[config.mk]
export PLATFORM = sky130hd
export DESIGN_NAME = ctc_greedy_decoder_unit
export DESIGN_NICKNAME = d
export VERILOG_FILES = /design/src/rtl/core/ctc_pkg.sv /design/src/rtl/core/ctc_fe.sv /design/src/rtl/core/ctc_evq.sv /design/src/rtl/core/ctc_be.sv /design/src/rtl/core/ctc_greedy_decoder_unit.sv
export SDC_FILE = /design/constraint.sdc
export NUM_CORES = 1
export LEC_CHECK = 0
export BUFFER_PORTS_ARGS = -buffer_cell sky130_fd_sc_hd__buf_2
export CORE_MARGIN = 4
export CORE_UTILIZATION = 23
export CTS_CLUSTER_DIAMETER = 80
export DETAILED_ROUTE_END_ITERATION = 10
export PLACE_DENSITY = 0.39
export SYNTH_ARGS = -nofsm -noshare
export SYNTH_HDL_FRONTEND = slang
export SYNTH_SLANG_ARGS = --single-unit
[constraint.sdc]
create_clock -name clk -period 5.9 [get_ports clk]
set_input_delay 0.59 -clock clk [delete_from_list [all_inputs] [get_ports clk]]
set_output_delay 0.59 -clock clk [all_outputs]
set_load 0.005 [all_outputs]
[src/rtl/core/ctc_pkg.sv]
// Shared types and constants of the CTC greedy decoder.
// Used by the front end, the event queue, the back end and the top level.
`timescale 1ns / 1ps
package ctc_pkg;

	// fixed field widths of the result item
	localparam int IDX_W   = 13;
	localparam int PROB_W  = 16;
	localparam int AVG_W   = 16;
	localparam int CNT_W   = 9;
	localparam int TDATA_W = 56;

	// result kinds
	localparam logic KIND_CHAR = 1'b0;
	localparam logic KIND_SUM  = 1'b1;

	// event queue depth (power of two)
	localparam int EVQ_DEPTH = 4;

	// divider: one quotient bit per cycle
	localparam int DIV_STEPS = 16;
	localparam int DIV_CNT_W = 5;

	// step-end event passed from front to back
	typedef struct packed {
		logic              is_char;
		logic              is_seq;
		logic [IDX_W-1:0]  char_index;
		logic [PROB_W-1:0] char_prob;
		logic [CNT_W-1:0]  char_count;
	} ev_t;

	// back-end sequencer states
	typedef enum logic [2:0] {
		BS_IDLE = 3'b001,
		BS_CHAR = 3'b010,
		BS_SUM  = 3'b100
	} bst_t;

endpackage

[src/rtl/core/ctc_fe.sv]
// Front end: per-step argmax, repeat/blank collapse, score sum and char count.
// Depends on ctc_pkg; pushes one event per emitted char or sequence end.
`timescale 1ns / 1ps
module ctc_fe import ctc_pkg::*; #(
	parameter int NUM_CLASSES = 8192,
	parameter int MAX_STEPS   = 256,
	parameter int PROB_BITS   = 16,
	parameter int CW          = $clog2(MAX_STEPS + 1),
	parameter int SW          = PROB_W + CW
) (
	input  logic              clk,
	input  logic              arst_n,
	input  logic              acc,        // item accepted this cycle
	input  logic [PROB_W-1:0] prob,
	input  logic              class_end,
	input  logic              seq_end,
	output logic              push,
	output ev_t               ev,
	output logic [SW-1:0]     ev_sum,
	output logic [CW-1:0]     ev_cnt
);

	localparam int CPW = $clog2(NUM_CLASSES + 1);
	localparam int CLW = $clog2(NUM_CLASSES);
	localparam logic [PROB_W-1:0] PMASK = (PROB_BITS >= PROB_W) ? {PROB_W{1'b1}} :
		PROB_W'((64'd1 << PROB_BITS) - 64'd1);

	logic [CPW-1:0]    class_pos_q;
	logic [PROB_W-1:0] best_prob_q;
	logic [CLW-1:0]    best_class_q;
	logic [CLW-1:0]    prev_class_q;
	logic              first_step_q;
	logic [SW-1:0]     score_sum_q;
	logic [CW-1:0]     emit_count_q;

	logic [PROB_W-1:0] p;
	logic              in_range, take, step_end, emit;
	logic [PROB_W-1:0] nb_prob;
	logic [CLW-1:0]    nb_class;
	logic [CW-1:0]     emit_nx;
	logic [SW-1:0]     sum_nx;

	// argmax update, first maximum wins
	always_comb begin
		p        = prob & PMASK;
		in_range = class_pos_q < CPW'(NUM_CLASSES);
		take     = in_range && ((class_pos_q == '0) || (p > best_prob_q));
		nb_prob  = take ? p : best_prob_q;
		nb_class = take ? class_pos_q[CLW-1:0] : best_class_q;
		step_end = class_end | seq_end;
		emit     = step_end && (nb_class != '0)
			&& (first_step_q || (nb_class != prev_class_q))
			&& (emit_count_q < CW'(MAX_STEPS));
		emit_nx  = emit_count_q + CW'(1);
		sum_nx   = score_sum_q + SW'(nb_prob);
	end

	// event to the queue
	always_comb begin
		push          = acc && (emit || seq_end);
		ev.is_char    = emit;
		ev.is_seq     = seq_end;
		ev.char_index = IDX_W'(nb_class);
		ev.char_prob  = nb_prob;
		ev.char_count = CNT_W'(emit_nx);
		ev_sum        = emit ? sum_nx : score_sum_q;
		ev_cnt        = emit ? emit_nx : emit_count_q;
	end

	// per-step and per-sequence state
	always_ff @(posedge clk or negedge arst_n) begin
		if (!arst_n) begin
			class_pos_q  <= '0;
			best_prob_q  <= '0;
			best_class_q <= '0;
			prev_class_q <= '0;
			first_step_q <= 1'b1;
			score_sum_q  <= '0;
			emit_count_q <= '0;
		end else if (acc) begin
			if (step_end) begin
				class_pos_q  <= '0;
				best_prob_q  <= '0;
				best_class_q <= '0;
				prev_class_q <= nb_class;
				first_step_q <= 1'b0;
			end else begin
				if (in_range)
					class_pos_q <= class_pos_q + CPW'(1);
				best_prob_q  <= nb_prob;
				best_class_q <= nb_class;
			end
			if (emit) begin
				emit_count_q <= emit_nx;
				score_sum_q  <= sum_nx;
			end
			if (seq_end) begin
				prev_class_q <= '0;
				first_step_q <= 1'b1;
				score_sum_q  <= '0;
				emit_count_q <= '0;
			end
		end
	end

`ifndef SYNTHESIS
	ap_cls_sat: assert property (@(posedge clk) disable iff (!arst_n)
		class_pos_q <= CPW'(NUM_CLASSES))
		else $error("class position past saturation");
	ap_cnt_max: assert property (@(posedge clk) disable iff (!arst_n)
		emit_count_q <= CW'(MAX_STEPS))
		else $error("char count past limit");
	ap_seq_clr: assert property (@(posedge clk) disable iff (!arst_n)
		acc && seq_end |=> (emit_count_q == '0) && (score_sum_q == '0) && first_step_q)
		else $error("sequence state not cleared after sequence end");
`endif

endmodule

[src/rtl/core/ctc_evq.sv]
// Short FIFO of step events between front end and back end.
// Depends on ctc_pkg for the depth; payload width set by the instance.
`timescale 1ns / 1ps
module ctc_evq import ctc_pkg::*; #(
	parameter int DW = 64
) (
	input  logic          clk,
	input  logic          arst_n,
	input  logic          push,
	input  logic [DW-1:0] wdata,
	output logic          full,
	input  logic          pop,
	output logic [DW-1:0] rdata,
	output logic          empty
);

	localparam int AW  = $clog2(EVQ_DEPTH);
	localparam int NW  = $clog2(EVQ_DEPTH + 1);

	logic [DW-1:0] mem_q [EVQ_DEPTH];
	logic [AW-1:0] wr_q, rd_q;
	logic [NW-1:0] cnt_q;

	assign full  = cnt_q == NW'(EVQ_DEPTH);
	assign empty = cnt_q == '0;
	assign rdata = mem_q[rd_q];

	// storage, no reset needed
	always_ff @(posedge clk) begin
		if (push)
			mem_q[wr_q] <= wdata;
	end

	// pointers and fill count
	always_ff @(posedge clk or negedge arst_n) begin
		if (!arst_n) begin
			wr_q  <= '0;
			rd_q  <= '0;
			cnt_q <= '0;
		end else begin
			if (push)
				wr_q <= wr_q + AW'(1);
			if (pop)
				rd_q <= rd_q + AW'(1);
			if (push && !pop)
				cnt_q <= cnt_q + NW'(1);
			else if (pop && !push)
				cnt_q <= cnt_q - NW'(1);
		end
	end

`ifndef SYNTHESIS
	ap_no_ovf: assert property (@(posedge clk) disable iff (!arst_n)
		!(push && full))
		else $error("event queue overflow");
	ap_no_udf: assert property (@(posedge clk) disable iff (!arst_n)
		!(pop && empty))
		else $error("event queue underflow");
	ap_cnt_ok: assert property (@(posedge clk) disable iff (!arst_n)
		cnt_q <= NW'(EVQ_DEPTH))
		else $error("event queue count out of range");
`endif

endmodule

[src/rtl/core/ctc_be.sv]
// Back end: turns events into result items, runs the sequence-average divider.
// Depends on ctc_pkg; drives the registered result request.
`timescale 1ns / 1ps
module ctc_be import ctc_pkg::*; #(
	parameter int CW = 9,
	parameter int SW = PROB_W + CW
) (
	input  logic               clk,
	input  logic               arst_n,
	input  logic               q_empty,
	input  ev_t                q_ev,
	input  logic [SW-1:0]      q_sum,
	input  logic [CW-1:0]      q_cnt,
	output logic               q_pop,
	output logic               out_valid,
	input  logic               out_ready,
	output logic               out_kind,
	output logic [TDATA_W-1:0] out_data,
	output logic               out_last
);

	bst_t st_q, st_nx;
	ev_t  ev_q;
	logic [CW-1:0] cnt_q;

	// divider: remainder, dividend/quotient shift register, step count
	logic [CW-1:0]        rem_q;
	logic [AVG_W-1:0]     dq_q;
	logic [DIV_CNT_W-1:0] div_cnt_q;
	logic [CW:0]          shifted, diff;
	logic                 ge;

	// output register
	logic              ov_q;
	logic              o_kind_q;
	logic [IDX_W-1:0]  o_idx_q;
	logic [PROB_W-1:0] o_prob_q;
	logic [AVG_W-1:0]  o_avg_q;
	logic [CNT_W-1:0]  o_cnt_q;
	logic              o_empty_q;
	logic              o_last_q;

	logic out_free, ld_char, ld_sum, div_done;

	assign out_free = !ov_q || out_ready;
	assign div_done = div_cnt_q == '0;
	assign ld_char  = (st_q == BS_CHAR) && out_free;
	assign ld_sum   = (st_q == BS_SUM) && out_free && div_done;

	// fetch next event when idle or right after a lone char
	always_comb begin
		q_pop = !q_empty && ((st_q == BS_IDLE) || (ld_char && !ev_q.is_seq));
		st_nx = st_q;
		case (st_q)
			BS_IDLE: st_nx = BS_IDLE;
			BS_CHAR: begin
				if (ld_char)
					st_nx = ev_q.is_seq ? BS_SUM : BS_IDLE;
			end
			BS_SUM: begin
				if (ld_sum)
					st_nx = BS_IDLE;
			end
			default: st_nx = BS_IDLE;
		endcase
		if (q_pop)
			st_nx = q_ev.is_char ? BS_CHAR : BS_SUM;
	end

	// one restoring step
	always_comb begin
		shifted = {rem_q, dq_q[AVG_W-1]};
		ge      = shifted >= {1'b0, cnt_q};
		diff    = shifted - {1'b0, cnt_q};
	end

	// sequencer and divider control
	always_ff @(posedge clk or negedge arst_n) begin
		if (!arst_n) begin
			st_q      <= BS_IDLE;
			div_cnt_q <= '0;
		end else begin
			st_q <= st_nx;
			if (q_pop && q_ev.is_seq)
				div_cnt_q <= DIV_CNT_W'(DIV_STEPS);
			else if (!div_done)
				div_cnt_q <= div_cnt_q - DIV_CNT_W'(1);
		end
	end

	// event and divider datapath
	always_ff @(posedge clk) begin
		if (q_pop) begin
			ev_q  <= q_ev;
			cnt_q <= q_cnt;
			if (q_ev.is_seq) begin
				rem_q <= q_sum[SW-1:AVG_W];
				dq_q  <= q_sum[AVG_W-1:0];
			end
		end else if (!div_done) begin
			rem_q <= ge ? diff[CW-1:0] : shifted[CW-1:0];
			dq_q  <= {dq_q[AVG_W-2:0], ge};
		end
	end

	// result register: valid
	always_ff @(posedge clk or negedge arst_n) begin
		if (!arst_n)
			ov_q <= 1'b0;
		else if (ld_char || ld_sum)
			ov_q <= 1'b1;
		else if (out_ready)
			ov_q <= 1'b0;
	end

	// result register: payload
	always_ff @(posedge clk) begin
		if (ld_char) begin
			o_kind_q  <= KIND_CHAR;
			o_idx_q   <= ev_q.char_index;
			o_prob_q  <= ev_q.char_prob;
			o_avg_q   <= '0;
			o_cnt_q   <= ev_q.char_count;
			o_empty_q <= 1'b0;
			o_last_q  <= 1'b0;
		end else if (ld_sum) begin
			o_kind_q  <= KIND_SUM;
			o_idx_q   <= '0;
			o_prob_q  <= '0;
			o_avg_q   <= (cnt_q == '0) ? '0 : dq_q;
			o_cnt_q   <= CNT_W'(cnt_q);
			o_empty_q <= cnt_q == '0;
			o_last_q  <= 1'b1;
		end
	end

	assign out_valid = ov_q;
	assign out_kind  = o_kind_q;
	assign out_last  = o_last_q;
	assign out_data  = {1'b0, o_empty_q, o_cnt_q, o_avg_q, o_prob_q, o_idx_q};

`ifndef SYNTHESIS
	ap_sum_last: assert property (@(posedge clk) disable iff (!arst_n)
		ov_q && (o_kind_q == KIND_SUM) |-> o_last_q)
		else $error("summary result without last");
	ap_char_idx: assert property (@(posedge clk) disable iff (!arst_n)
		ov_q && (o_kind_q == KIND_CHAR) |-> (o_idx_q != '0) && !o_last_q)
		else $error("char result with blank index or last");
	ap_empty_avg: assert property (@(posedge clk) disable iff (!arst_n)
		ov_q && o_empty_q |-> (o_avg_q == '0) && (o_cnt_q == '0))
		else $error("empty summary with nonzero score or count");
	ap_div_idle: assert property (@(posedge clk) disable iff (!arst_n)
		(st_q == BS_IDLE) |-> div_done)
		else $error("divider running while back end idle");
`endif

endmodule

[src/rtl/core/ctc_greedy_decoder_unit.sv]
// Top level of the CTC greedy best-path decoder.
// Depends on ctc_pkg, ctc_fe, ctc_evq and ctc_be.
//
// Channel  Dir  Payload                                          Request when
// s_*      in   tdata: prob; tuser: class_end; tlast: seq_end    s_tvalid & s_tready
// m_*      out  tdata: char_index..empty_res; tuser: kind; tlast m_tvalid & m_tready
//
// The front end takes one class probability per cycle while the event queue
// (4 entries) has room. A character result is loaded into the output register
// once that is free; a summary also waits for the bit-serial divider to finish.
// Reset is asynchronous and active low and clears all control state.
// A stalled output fills the queue, which then drops s_tready.
`timescale 1ns / 1ps
module ctc_greedy_decoder_unit import ctc_pkg::*; #(
	parameter int NUM_CLASSES = 8192,
	parameter int MAX_STEPS   = 256,
	parameter int PROB_BITS   = 16
) (
	input  logic               clk,
	input  logic               arst_n,
	input  logic               s_tvalid,
	output logic               s_tready,
	input  logic [PROB_W-1:0]  s_tdata,   // [15:0] prob
	input  logic               s_tuser,   // [0] class_end
	input  logic               s_tlast,   // seq_end
	output logic               m_tvalid,
	input  logic               m_tready,
	output logic [TDATA_W-1:0] m_tdata,   // [12:0] char_index, [28:13] char_prob,
	                                      // [44:29] avg_score, [53:45] char_count,
	                                      // [54] empty_res, [55] zero
	output logic               m_tuser,   // [0] kind
	output logic               m_tlast    // last
);

	localparam int CW = $clog2(MAX_STEPS + 1);
	localparam int SW = PROB_W + CW;
	localparam int EW = $bits(ev_t);
	localparam int DW = SW + CW + EW;

	logic          acc, push, q_full, q_empty, q_pop;
	ev_t           fe_ev, be_ev;
	logic [SW-1:0] fe_sum, be_sum;
	logic [CW-1:0] fe_cnt, be_cnt;
	logic [DW-1:0] q_wdata, q_rdata;

	assign s_tready = !q_full;
	assign acc      = s_tvalid && s_tready;

	ctc_fe #(
		.NUM_CLASSES (NUM_CLASSES),
		.MAX_STEPS   (MAX_STEPS),
		.PROB_BITS   (PROB_BITS),
		.CW          (CW),
		.SW          (SW)
	) u_fe (
		.clk       (clk),
		.arst_n    (arst_n),
		.acc       (acc),
		.prob      (s_tdata),
		.class_end (s_tuser),
		.seq_end   (s_tlast),
		.push      (push),
		.ev        (fe_ev),
		.ev_sum    (fe_sum),
		.ev_cnt    (fe_cnt)
	);

	assign q_wdata = {fe_sum, fe_cnt, fe_ev};

	ctc_evq #(
		.DW (DW)
	) u_evq (
		.clk    (clk),
		.arst_n (arst_n),
		.push   (push),
		.wdata  (q_wdata),
		.full   (q_full),
		.pop    (q_pop),
		.rdata  (q_rdata),
		.empty  (q_empty)
	);

	assign be_ev  = q_rdata[EW-1:0];
	assign be_cnt = q_rdata[EW+CW-1:EW];
	assign be_sum = q_rdata[DW-1:EW+CW];

	ctc_be #(
		.CW (CW),
		.SW (SW)
	) u_be (
		.clk       (clk),
		.arst_n    (arst_n),
		.q_empty   (q_empty),
		.q_ev      (be_ev),
		.q_sum     (be_sum),
		.q_cnt     (be_cnt),
		.q_pop     (q_pop),
		.out_valid (m_tvalid),
		.out_ready (m_tready),
		.out_kind  (m_tuser),
		.out_data  (m_tdata),
		.out_last  (m_tlast)
	);

endmodule

After elaboration in Yosys (flattened, before gate mapping):

Memories as Yosys holds them, arrays and structs flattened.
Cells that the tools add are included.

* output and inout port bits: 60
* flip-flop bits (word level): 236
* RAM bits: 296
* memories kept: 1
* input bits: 22
* word-level logic and storage cells: 133

Memory list
* u_evq.mem_q: words 4, bits a word 74, read ports 1, clocked after memory_dff 0, write ports 1, line ctc_evq.sv:20 `logic [DW-1:0] mem_q [EVQ_DEPTH];`

* $add $sub $neg: 9
* mux-type cells: 42
* magnitude comparators: 4
* bitwise gates (word level): 1
* reductions and logical operators: 40
* equal/unequal tests: 10

Operator list (number)
* $mux 16: 8
* $mux 13: 6
* $mux 9: 8
* $mux 25: 2
* $mux 14: 2
* $add 25x16->25: 1
* $mux 3: 7
* $gt 16x16->1: 1
* $add 14x1->14 const B: 1
* $logic_and 1x1->1: 14
* $logic_not 14->1: 1
* $lt 14x14->1 const B: 1
* $ne 13x13->1: 1
* $reduce_bool 13->1: 1
* $ge 10x9->1: 1
* $mux 5: 2
* $reduce_bool 2->1: 5
* $add 9x1->9 const B: 1
* $logic_not 9->1: 1
* $lt 9x9->1 const B: 1
* $sub 9x9->9: 1
* $reduce_and 2->1: 4
* $eq 3x3->1 const B: 2
* $logic_not 1->1: 6
* other kinds (15): 28

Longest topological paths before layout:

* depth in word-level cells: 14
* mapped depth: 22
* gate-level depth less buffers: 20

Modules after synthesis:

A second synthesis with hierarchy kept.

* cell total of the unflattened synthesis: 1610
* area total of the unflattened synthesis: 23344.9 µm²

Modules (own cells, without submodules)
* ctc_evq: cells each 421, instances 1, area each 11116.9 µm², seq. area each 9063.7 µm²
* ctc_fe: cells each 768, instances 1, area each 6608.8 µm², seq. area each 2278.4 µm²
* ctc_be: cells each 419, instances 1, area each 5609.1 µm², seq. area each 3920.0 µm²
* ctc_greedy_decoder_unit: cells each 2, instances 1, area each 10.0 µm², seq. area each 0.0 µm²

Worst setup path before layout:

Ideal clock, no wire load.

* kind: input port to flip-flop
* start: input s_tdata[14]
* end: memory u_evq.mem_q[0][0] (netlist bit), enable pin
* stages: 11
* setup time: 0.507 ns
* buffers on the path: 1
* arrival: 5.965 ns
* slack: -0.572 ns
* required time: 5.393 ns
* cells stage by stage: ha_1 -> a21oi_1 -> nand2_1 -> a211o_1 -> o31ai_4 -> buf_6 -> mux2i_1 -> xor2_1 -> a21oi_4 -> o21ai_4 -> nor2_1

* longest elaborated chain between the ends: 12
* elaborated cells on any way between the ends: 14
* classes of those cells: 1 x order compare; 1 x eq/ne; 3 x mux; 9 x reduce/logical

Ends and longest elaborated chain
* start, declared: line ctc_greedy_decoder_unit.sv:23 `input logic [PROB_W-1:0] s_tdata,`
* $gt 16x16->1 (*): line ctc_fe.sv:47 `take = in_range && ((class_pos_q == '0) || (p > best_prob_q));`
* $logic_or 1x1->1 (*): line ctc_fe.sv:47
* $logic_and 1x1->1 (*): line ctc_fe.sv:47
* $mux 13 (*): line ctc_fe.sv:49 `nb_class = take ? class_pos_q[CLW-1:0] : best_class_q;`
* $ne 13x13->1 / $reduce_bool 13->1 (equally long branches): line ctc_fe.sv:52, ctc_fe.sv:51
* $logic_or 1x1->1 / $logic_and 1x1->1 (equally long branches): line ctc_fe.sv:52, ctc_fe.sv:51
* $logic_and 1x1->1 (*): line ctc_fe.sv:52 `&& (first_step_q || (nb_class != prev_class_q))`
* $logic_and 1x1->1 (*): line ctc_fe.sv:53 `&& (emit_count_q < CW'(MAX_STEPS));`
* $logic_or 1x1->1 (*): line ctc_fe.sv:60 `push = acc && (emit || seq_end);`
* $logic_and 1x1->1 (*): line ctc_fe.sv:60
* $mux 1 (*): line ctc_evq.sv:30 `if (push)`
* $mux 1 (implied by the code) (*): line ctc_evq.sv:31 `mem_q[wr_q] <= wdata;`
* end, declared: line ctc_evq.sv:20

Mark *: on every way between the ends. The rest lies on a longest branch, timed or not.

==> reports/results.tsv <==
metric	value	unit
status	complete, no violations	
asr flop ratio synth	20.1	%
syn_nets	1627	
pwr dens	504	nW/um^2
Max Slew Vio Count	0	
design area	27200	sq um
final WL	58000	um
I/O pin count	82	
Port Buf Inserts	80	
Chip Height	324	um
Fmax	0.192	GHz
ys flop type	edfxtp_1	
clock skew	0.0253	ns
CP max-delay cell	dfrtp_1	
post-synthesis sequential area ratio	66.5	%
Seq cells post-synth	532	
Layout area overhead	18.4	%
total gr overflow	0	
fraction of layout cells with a size suffix above 1	21.7	%
most frequent cells in the layout	edfxtp_1 (407), nand2_1 (122), dfrtp_1 (103), inv_1 (80), buf_2 (79)	
all-layer global routing usage	11.0	%
CP peak stage delay	0.47	ns
die area	105000	sq um
post-synth top area cell	edfxtp_1	
Slew @ Worst Pin	1.01	ns
post-DR vias/cell	4.36	
post-synthesis cell type count	71	
max_cap viols	0	
CTS clk-pin slew, worst paths	0.06	ns
cell depth of the worst setup path	18	
Worst Setup Start Kind	flip-flop	
CTS H-tree lvls	2	
peak supply drop	182	uV
post-route antenna net violation count	0	
largest net degree at the start of global routing	83	
Synth Instances	1551	
critical path capture point type	flip-flop	
Worst R2R End	u_fe.score_sum_q[20]	
CTS Buf Count	58	
worst r2r src	u_fe.class_pos_q[0]	
crit path kind	flip-flop to flip-flop	
initial DRC count	793	
Hold Crit Class	primary input to flip-flop	
post-CTS setup buffers	0	
antenna violations before repair	2	
DRC Markers	0	
CTS Hold Bufs	1	
First-pass DRT Iterations	5	
final hold viol count	0	
TritonCTS Sinks	532	
clk_lat worst skew	0.62	ns
final setup fails	0	
CP top delay family	compound AO/OA/AOI/OAI gates	
Clock Tree Root	clkbuf_16	
commonest non-fill, non-tap cell in the layout	edfxtp_1	
vias after detailed routing	13100	
Post-Layout Cell Count	2997	
post_cts resized	0	
gpl congestion	0.772	
Synth area leaders	edfxtp_1 (53%), dfrtp_1 (11%), mux4_2 (7.3%)	
vias in the first global route	13700	
final period utilization	88.3	%
Rows	115	
largest fanout on the critical path	7	
Synth Cell Area	23000	sq um
CTS tree	done	
Layout Nets	1735	
worst reg2reg path depth	18	
worst setup path startpoint	u_fe.class_pos_q[0]	
Detailed Place HPWL	37100	um
placed cells	2885	
Setup crit end	u_fe.score_sum_q[20]	
Max Root-Sink Buffers	3	
Rel. slew slack	31.5	%
FILL cells	10000	
leak pwr	0.00991	uW
placed inst area	25100	sq um
fin crit period	5.21	ns
Starting Density	23.3	%
power consumption	13700	uW
CP bufs+invs	1	
Die W	324	um
Cell Chain, Critical Path	inv_1 -> ha_1 -> nor2b_1 -> nand4_1 -> o21ai_0 -> o31ai_4 -> mux2_2 -> fa_1 -> a211oi_1 -> o21bai_1 -> o211ai_1 -> a21oi_1 -> o31ai_1 -> a21oi_1 -> o31a_1 -> and4_1 -> and3_1 -> a221o_1	
Post-synth EDFFs	407	
Synth Area per Inst	14.8	sq um
Worst R2R Setup Slack	0.69	ns
Most common cell on crit path	a21oi_1	
CP required	6.41	ns
RSZ-0062 raised after global routing	false	
DR WL/cell	19.3	um
first-pass GRT wire length	88000	um
worst path arrival time	5.72	ns
Synth warnings	0	
core area	98700	sq um
top-area cell type share of the netlist area	53.2	%
==> where the power goes <==
part	switching, uW	total (uW)	internal [uW]
registers	528	5870	5340
logic	2290	3920	1630
clock network	1560	3900	2350
total	4370	13700	9320
==> stage by stage <==
stage          utilization, %  hold WS (ns)  setup slack (ns)  setup TNS (ns)
2_1_floorplan               -         0.294            -0.572         -169.19
3_3_place_gp             25.4         0.464             0.496               0
3_5_place_dp             25.4         0.463             0.471               0
4_1_cts                  27.5         0.232             0.670               0
5_1_grt                  27.5         0.265             0.356               0
6_report                 27.5         0.278             0.688               0
==> metal layers <==
metal	GRT usage, %	up-vias	routed length, um
met5	0	-	8
met3	1.90	78	2140
met1	13.8	6705	24900
met2	19.8	202	29800
li1	-	6079	-
met4	2.69	2	1070
==> layout make-up <==
| cell class | instances | area (sq um) | share of cell area [%] |
|---|---|---|---|
| flip-flops and latches | 532 | 15300 | 56.2 |
| repair buffers | 123 | 803 | 2.96 |
| multi-input cells | 862 | 7120 | 26.2 |
| clock buffers | 70 | 1580 | 5.81 |
| clock inverters | 39 | 487 | 1.79 |
| inverters | 82 | 308 | 1.13 |
| well taps | 1287 | 1610 | 5.93 |
| diodes | 2 | 5.00 | 0.0184 |
==> worst reg2reg max path, delay by kind of cell, from the launching register on <==
family          cells  cell delay [ns]
simple gates        4             0.79
compound gates     10             2.59
mux                 1             0.47
fa+ha+maj           2             0.67
buf+inv             1             0.10
flops               1             0.47
==> synthesized netlist by cell type (7+ instances only) <==
cell,number
edfxtp_1,407
nand2_1,123
dfrtp_1,105
inv_1,82
o21ai_0,77
mux4_2,74
nor2_1,65
ha_1,51
mux2_2,49
clkbuf_1,48
a21oi_1,41
xnor2_1,40
and2_1,35
nand3_1,31
nor3_1,27
xor2_1,22
nand2b_1,21
a22o_1,18
dfxtp_1,18
mux2i_1,16
nand4_1,15
buf_1,13
nor2b_1,13
o221ai_1,11
and3_1,10
o311ai_1,10
buf_2,9
o22ai_1,9
a211o_1,8
a21o_1,7
==> logic make-up (layout without fill, tap and decap cells) <==
| kind of cell | after synthesis | after routing | synth area share, % |
|---|---|---|---|
| buffers and inverters | 157 | 314 | 2.73 |
| AO/OA/AOI/OAI | 236 | 236 | 6.97 |
| XOR/XNOR | 62 | 62 | 2.36 |
| multiplexers | 141 | 141 | 10.5 |
| adder cells (fa/ha/maj) | 54 | 54 | 3.04 |
| flip-flops | 532 | 532 | 66.5 |
| AND/OR/NAND/NOR | 368 | 368 | 7.94 |
| other | 1 | 3 | 0.0163 |
==> worst min path at each step <==
stage / from / cells past startpoint / endpoint
2_1_floorplan: arst_n / 0 / u_be.div_cnt_q[0]
3_3_place_gp: u_be.o_avg_q[3] / 1 / u_be.o_avg_q[3]
3_5_place_dp: u_be.o_avg_q[1] / 1 / u_be.o_avg_q[1]
4_1_cts: s_tuser / 3 / u_fe.first_step_q
5_1_grt: s_tuser / 3 / u_fe.first_step_q
6_report: s_tuser / 3 / u_fe.first_step_q
==> registers in the layout, indices dropped and copies added, names as in the netlist, 3 cells and up <==
| name | count |
|---|---|
| u_be.st_q | 3 |
| u_fe.best_prob_q | 16 |
| u_be.div_cnt_q | 5 |
| u_be.o_prob_q | 16 |
| u_be.ev_q | 39 |
| u_fe.score_sum_q | 25 |
| u_be.rem_q | 9 |
| u_be.o_cnt_q | 9 |
| u_fe.class_pos_q | 14 |
| u_be.o_avg_q | 16 |
| u_be.dq_q | 16 |
| u_evq.mem_q | 296 |
| u_fe.emit_count_q | 9 |
| u_be.cnt_q | 9 |
| u_fe.prev_class_q | 13 |
| u_fe.best_class_q | 13 |
| u_evq.cnt_q | 3 |
| u_be.o_idx_q | 13 |
Note: power is estimated with default switching activity, not from simulation.
